--- src/design/h2n_pkg.sv ---
// ----------------------------------------------------------------------------
// Height to normal map: shared package
// Field widths, fixed-point constants and the request type of the shared
// multiply and clamp unit.
// ----------------------------------------------------------------------------
package h2n_pkg;

   localparam int SIZE_BITS_DEFAULT = 7;

   localparam int COORD_W  = 7;
   localparam int HEIGHT_W = 24;
   localparam int PIXEL_W  = 32;
   localparam int CODE_W   = 8;

   // Fixed point: heights carry 2^-20 units per LSB.
   localparam int FRAC_BITS   = 20;
   localparam int DIFF_GAIN   = 25500;
   localparam int HEIGHT_GAIN = 1275;
   localparam int CODE_BIAS   = 128;

   // The operand is a difference or a negated height: one bit wider than a height.
   localparam int OPND_W = HEIGHT_W + 1;
   localparam int GAIN_W = 16;

   typedef enum logic {
      GAIN_DIFF   = 1'b0,
      GAIN_HEIGHT = 1'b1
   } gain_sel_type;

   typedef struct packed {
      logic                      go;
      gain_sel_type              gain_sel;
      logic signed [OPND_W-1:0]  operand;
   } alu_req_type;

endpackage

--- src/design/h2n_alu.sv ---
// ----------------------------------------------------------------------------
// Height to normal map: shared code unit
// Multiplies an operand by the selected gain, registers the product, and
// turns it into a saturated byte code.
// ----------------------------------------------------------------------------
module h2n_alu (
   input  logic                           clock,
   input  h2n_pkg::alu_req_type           alu_req,
   output logic [h2n_pkg::CODE_W-1:0]     code
);

   localparam int PROD_W = h2n_pkg::OPND_W + h2n_pkg::GAIN_W;
   localparam int QUOT_W = PROD_W - h2n_pkg::FRAC_BITS;
   localparam int SUM_W  = QUOT_W + 1;

   logic signed [h2n_pkg::GAIN_W-1:0] gain;
   logic signed [PROD_W-1:0]          product_in;
   logic signed [PROD_W-1:0]          product_ff;
   logic signed [QUOT_W-1:0]          quot;
   logic signed [SUM_W-1:0]           biased;

   always_comb begin
      gain = (alu_req.gain_sel == h2n_pkg::GAIN_DIFF) ?
             h2n_pkg::GAIN_W'(h2n_pkg::DIFF_GAIN) :
             h2n_pkg::GAIN_W'(h2n_pkg::HEIGHT_GAIN);
      product_in = PROD_W'(alu_req.operand) * PROD_W'(gain);
   end

   // The product holds until the next request, so a stalled result stays put.
   always_ff @(posedge clock) begin
      if (alu_req.go) begin
         product_ff <= product_in;
      end
   end

   always_comb begin
      // Arithmetic shift gives the floor of the division by 2^20.
      quot   = $signed(product_ff[PROD_W-1:h2n_pkg::FRAC_BITS]);
      biased = SUM_W'(quot) + SUM_W'(h2n_pkg::CODE_BIAS);
      if (biased < 0) begin
         code = '0;
      end else if (biased > SUM_W'(255)) begin
         code = '1;
      end else begin
         code = biased[h2n_pkg::CODE_W-1:0];
      end
   end

endmodule

--- config.mk ---
export PLATFORM = sky130hd
export DESIGN_NAME = h2n_alu
export DESIGN_NICKNAME = d
export VERILOG_FILES = /design/src/design/h2n_pkg.sv /design/src/design/h2n_alu.sv
export SDC_FILE = /design/constraint.sdc
export NUM_CORES = 1
export LEC_CHECK = 0
export BUFFER_PORTS_ARGS = -buffer_cell sky130_fd_sc_hd__buf_2
export CORE_MARGIN = 2
export CORE_UTILIZATION = 55
export CTS_CLUSTER_SIZE = 30
export DETAILED_ROUTE_END_ITERATION = 16
export PLACE_DENSITY = 0.72
export SLEW_MARGIN = 25
export SYNTH_ARGS = -nofsm -noshare
export SYNTH_HDL_FRONTEND = slang
export SYNTH_SLANG_ARGS = --single-unit
--- constraint.sdc ---
create_clock -name clock -period 7.6 [get_ports clock]
set_input_delay 1.52 -clock clock [delete_from_list [all_inputs] [get_ports clock]]
set_output_delay 1.52 -clock clock [all_outputs]
set_load 0.02 [all_outputs]
==> out/metrics.csv <==
metric,value,unit
final-seq-area,631,µm²
htree_levels,1,
final_net_count,1673,
drc,0,
grt_usage,24.9,%
whs_endpoint,product_ff[22],
ioPinCount,36,
timing.critical_path.from_type,primary input,
synth_flop_cell,sky130_fd_sc_hd__edfxtp_1,
max_stage_delay_cell_worst_path,sky130_fd_sc_hd__fa_1,
floorplan.core_area,19600,µm²
tns,0,ps
global_route_overflow,0,
slew-limit-headroom,43.8,%
reg_top3,product_ff x21,
via_count,7847,
final.fill_count,1730,
largest_register_ffs,21,
hold_buffers,0,
number_of_global_route_vias_before_repair,8625,
antenna_violating_nets_post_route,0,
synth_edf_count,21,
timing.final.crit_share,96.3,%
required_time_at_the_endpoint_of_the_critical_path,7600,ps
outcome,finished clean,
synth-async-reset-ratio,0,%
synth_top_cell_area_share,40.7,%
slew_at_the_pin_with_the_worst_max_slew_slack,836,ps
fp.dieArea,21300,µm²
floorplan.die.height,146,µm
dpl_worst_slack,30.2,ps
finalHoldViolations,0,
tritoncts_clock_tree,yes,
postCtsSetupRepairBufs,0,
wire_length_of_the_first_global_routing_pass,42.6,mm
timing.critical_path.arrival,7320,ps
critical_path.cell_chain,"buf_2, buf_4, nand2_1, fa_1, fa_1, inv_1, fa_1, fa_1, fa_1, inv_1, fa_1, inv_1, ha_1, nand3_1, nor2_1, nand2_1, o31ai_2, o31ai_4, nor3_2, o41ai_2, xnor2_1",
floorplan.initialDensity,56.5,%
synthTopCellsByArea,"sky130_fd_sc_hd__fa_1 41%, sky130_fd_sc_hd__ha_1 18%, sky130_fd_sc_hd__inv_1 11%, sky130_fd_sc_hd__edfxtp_1 5.7%, sky130_fd_sc_hd__xnor2_1 4.0%",
global_placer_s_final_weighted_congestion,0.924,
end_kind,flop,
cpLargestDelayFamily,adder cells,
tritoncts.num_buffers,3,
final.min_clock_period,7320,ps
drt_wl_total,24.7,mm
synthesis.instances,1189,
timing.critical_path.slowest_cell_delay,570,ps
registers.top_by_ff_count,product_ff,
largest_net_degree_at_the_start_of_global_routing,37,
max_freq,0.137,GHz
timing.final.ws_setup,279,ps
initial_antenna_violation_count,0,
die_width,146,µm
critPathMostFrequentCell,sky130_fd_sc_hd__fa_1,
area_growth_syn_to_layout,8.88,%
synth_area_leader_cell,sky130_fd_sc_hd__fa_1,
antenna_cells,0,
clkSinkCount,21,
ys_types,57,
netlist_top_cells_count,"327 x sky130_fd_sc_hd__inv_1, 225 x sky130_fd_sc_hd__fa_1, 159 x sky130_fd_sc_hd__ha_1",
via_per_inst,5.15,
cts.clk_slew.worst_paths,50,ps
row_count,51,
yosys.cell_count.top_type,sky130_fd_sc_hd__inv_1,
worstSetupPathType,in2reg,
worst_hold_startpoint,alu_req[26],
cts.path.max_buffers,2,
multi_input_area,9160,µm²
syn_nets,1601,
mappedNetlistArea,11100,µm²
timing.hold.worst.class,in2reg,
worst-path-buf-inv,5,
ys_seq_area_share,5.69,%
detailedPlacementHpwl,22.4,mm
dr.pass1.iters,7,
slew_violations,0,
post_cts.resized_instances,0,
routed_wire_length_per_instance,16.2,µm
worstHoldPathCells,1,
finalSetupViolations,0,
number_of_register_bits_inferred_by_synthesis,21,
timing.max_cap.violations,0,
mean_instance_size_in_the_synthesized_netlist,9.32,µm²
io_buffer_count,35,
layout-drive-gt1-share,10.6,%
critPathMaxFanout,16,
yosys_warnings,0,
detailedRoute.firstIterationViolations,339,
cts.root.buffer_cell,sky130_fd_sc_hd__clkbuf_16,
-- layer usage --
metal	part of all wire, %	track usage [%]	vias to the layer above
li1	-	-	3793
met1	42	32.2	3829
met2	51	44.8	179
met3	3.9	2.38	46
met4	2.9	6.52	0
met5	0	0	-
-- cell families after synthesis --
| family | share of synthesized area (%) |
|---|---|
| mux | 0.102 |
| compound gates | 8.37 |
| buf+inv | 12.0 |
| flops | 5.69 |
| xor+xnor | 5.30 |
| other cells | 0.0678 |
| simple gates | 9.82 |
| fa+ha+maj | 58.6 |
-- stage by stage --
| stage | utilization, % | instances | hold WS [ps] | area (µm²) |
|---|---|---|---|---|
| finish | 61.6 | 1525 | 1740 | 12100 |
| floorplan | - | 1189 | 1630 | 11100 |
| global route | 61.6 | 1525 | 1760 | 12100 |
| detailed placement | 60.9 | 1521 | 2010 | 11900 |
| global placement | 60.9 | 1521 | 2010 | 11900 |
| CTS | 61.3 | 1525 | 1750 | 12000 |
-- final cells by class --
type	instances	area share [%]
Sequential cell	21	5.23
Timing Repair Buffer	93	5.20
Tap cell	265	2.75
Inverter	328	10.2
Multi-Input combinational cell	814	75.9
Clock buffer	4	0.654
-- worst max path at each step --
stage                endpoint  depth (start not counted)  slack (ps)         from
2_1_floorplan  product_ff[34]                         22          30  alu_req[25]
3_3_place_gp   product_ff[34]                         23          60  alu_req[25]
3_5_place_dp   product_ff[34]                         23          30  alu_req[25]
4_1_cts        product_ff[34]                         23         260  alu_req[25]
5_1_grt        product_ff[39]                         25          -1  alu_req[25]
6_report       product_ff[39]                         21         280  alu_req[25]
-- layout by cell type, fill, tap and decap left out, drive strengths merged, types with 5 or more instances in the layout --
master and instances:
nand2 65, nand3 8, xor2 16, a31o 6
o31ai 5, xnor2 51, and3 9, o21a 11
o21ai 24, ha 159, nor2b 11, a21o 10
nand4 9, or2 9, nor2 48, edfxtp 21
a211oi 6, a31oi 8, fa 225, nand2b 14
inv 327, a21oi 53, buf 93, nor3 7
and2 28
Power is left out: the tool's default activity adds up to more than one toggle a clock period on the data nets, which glitch-free logic cannot reach.
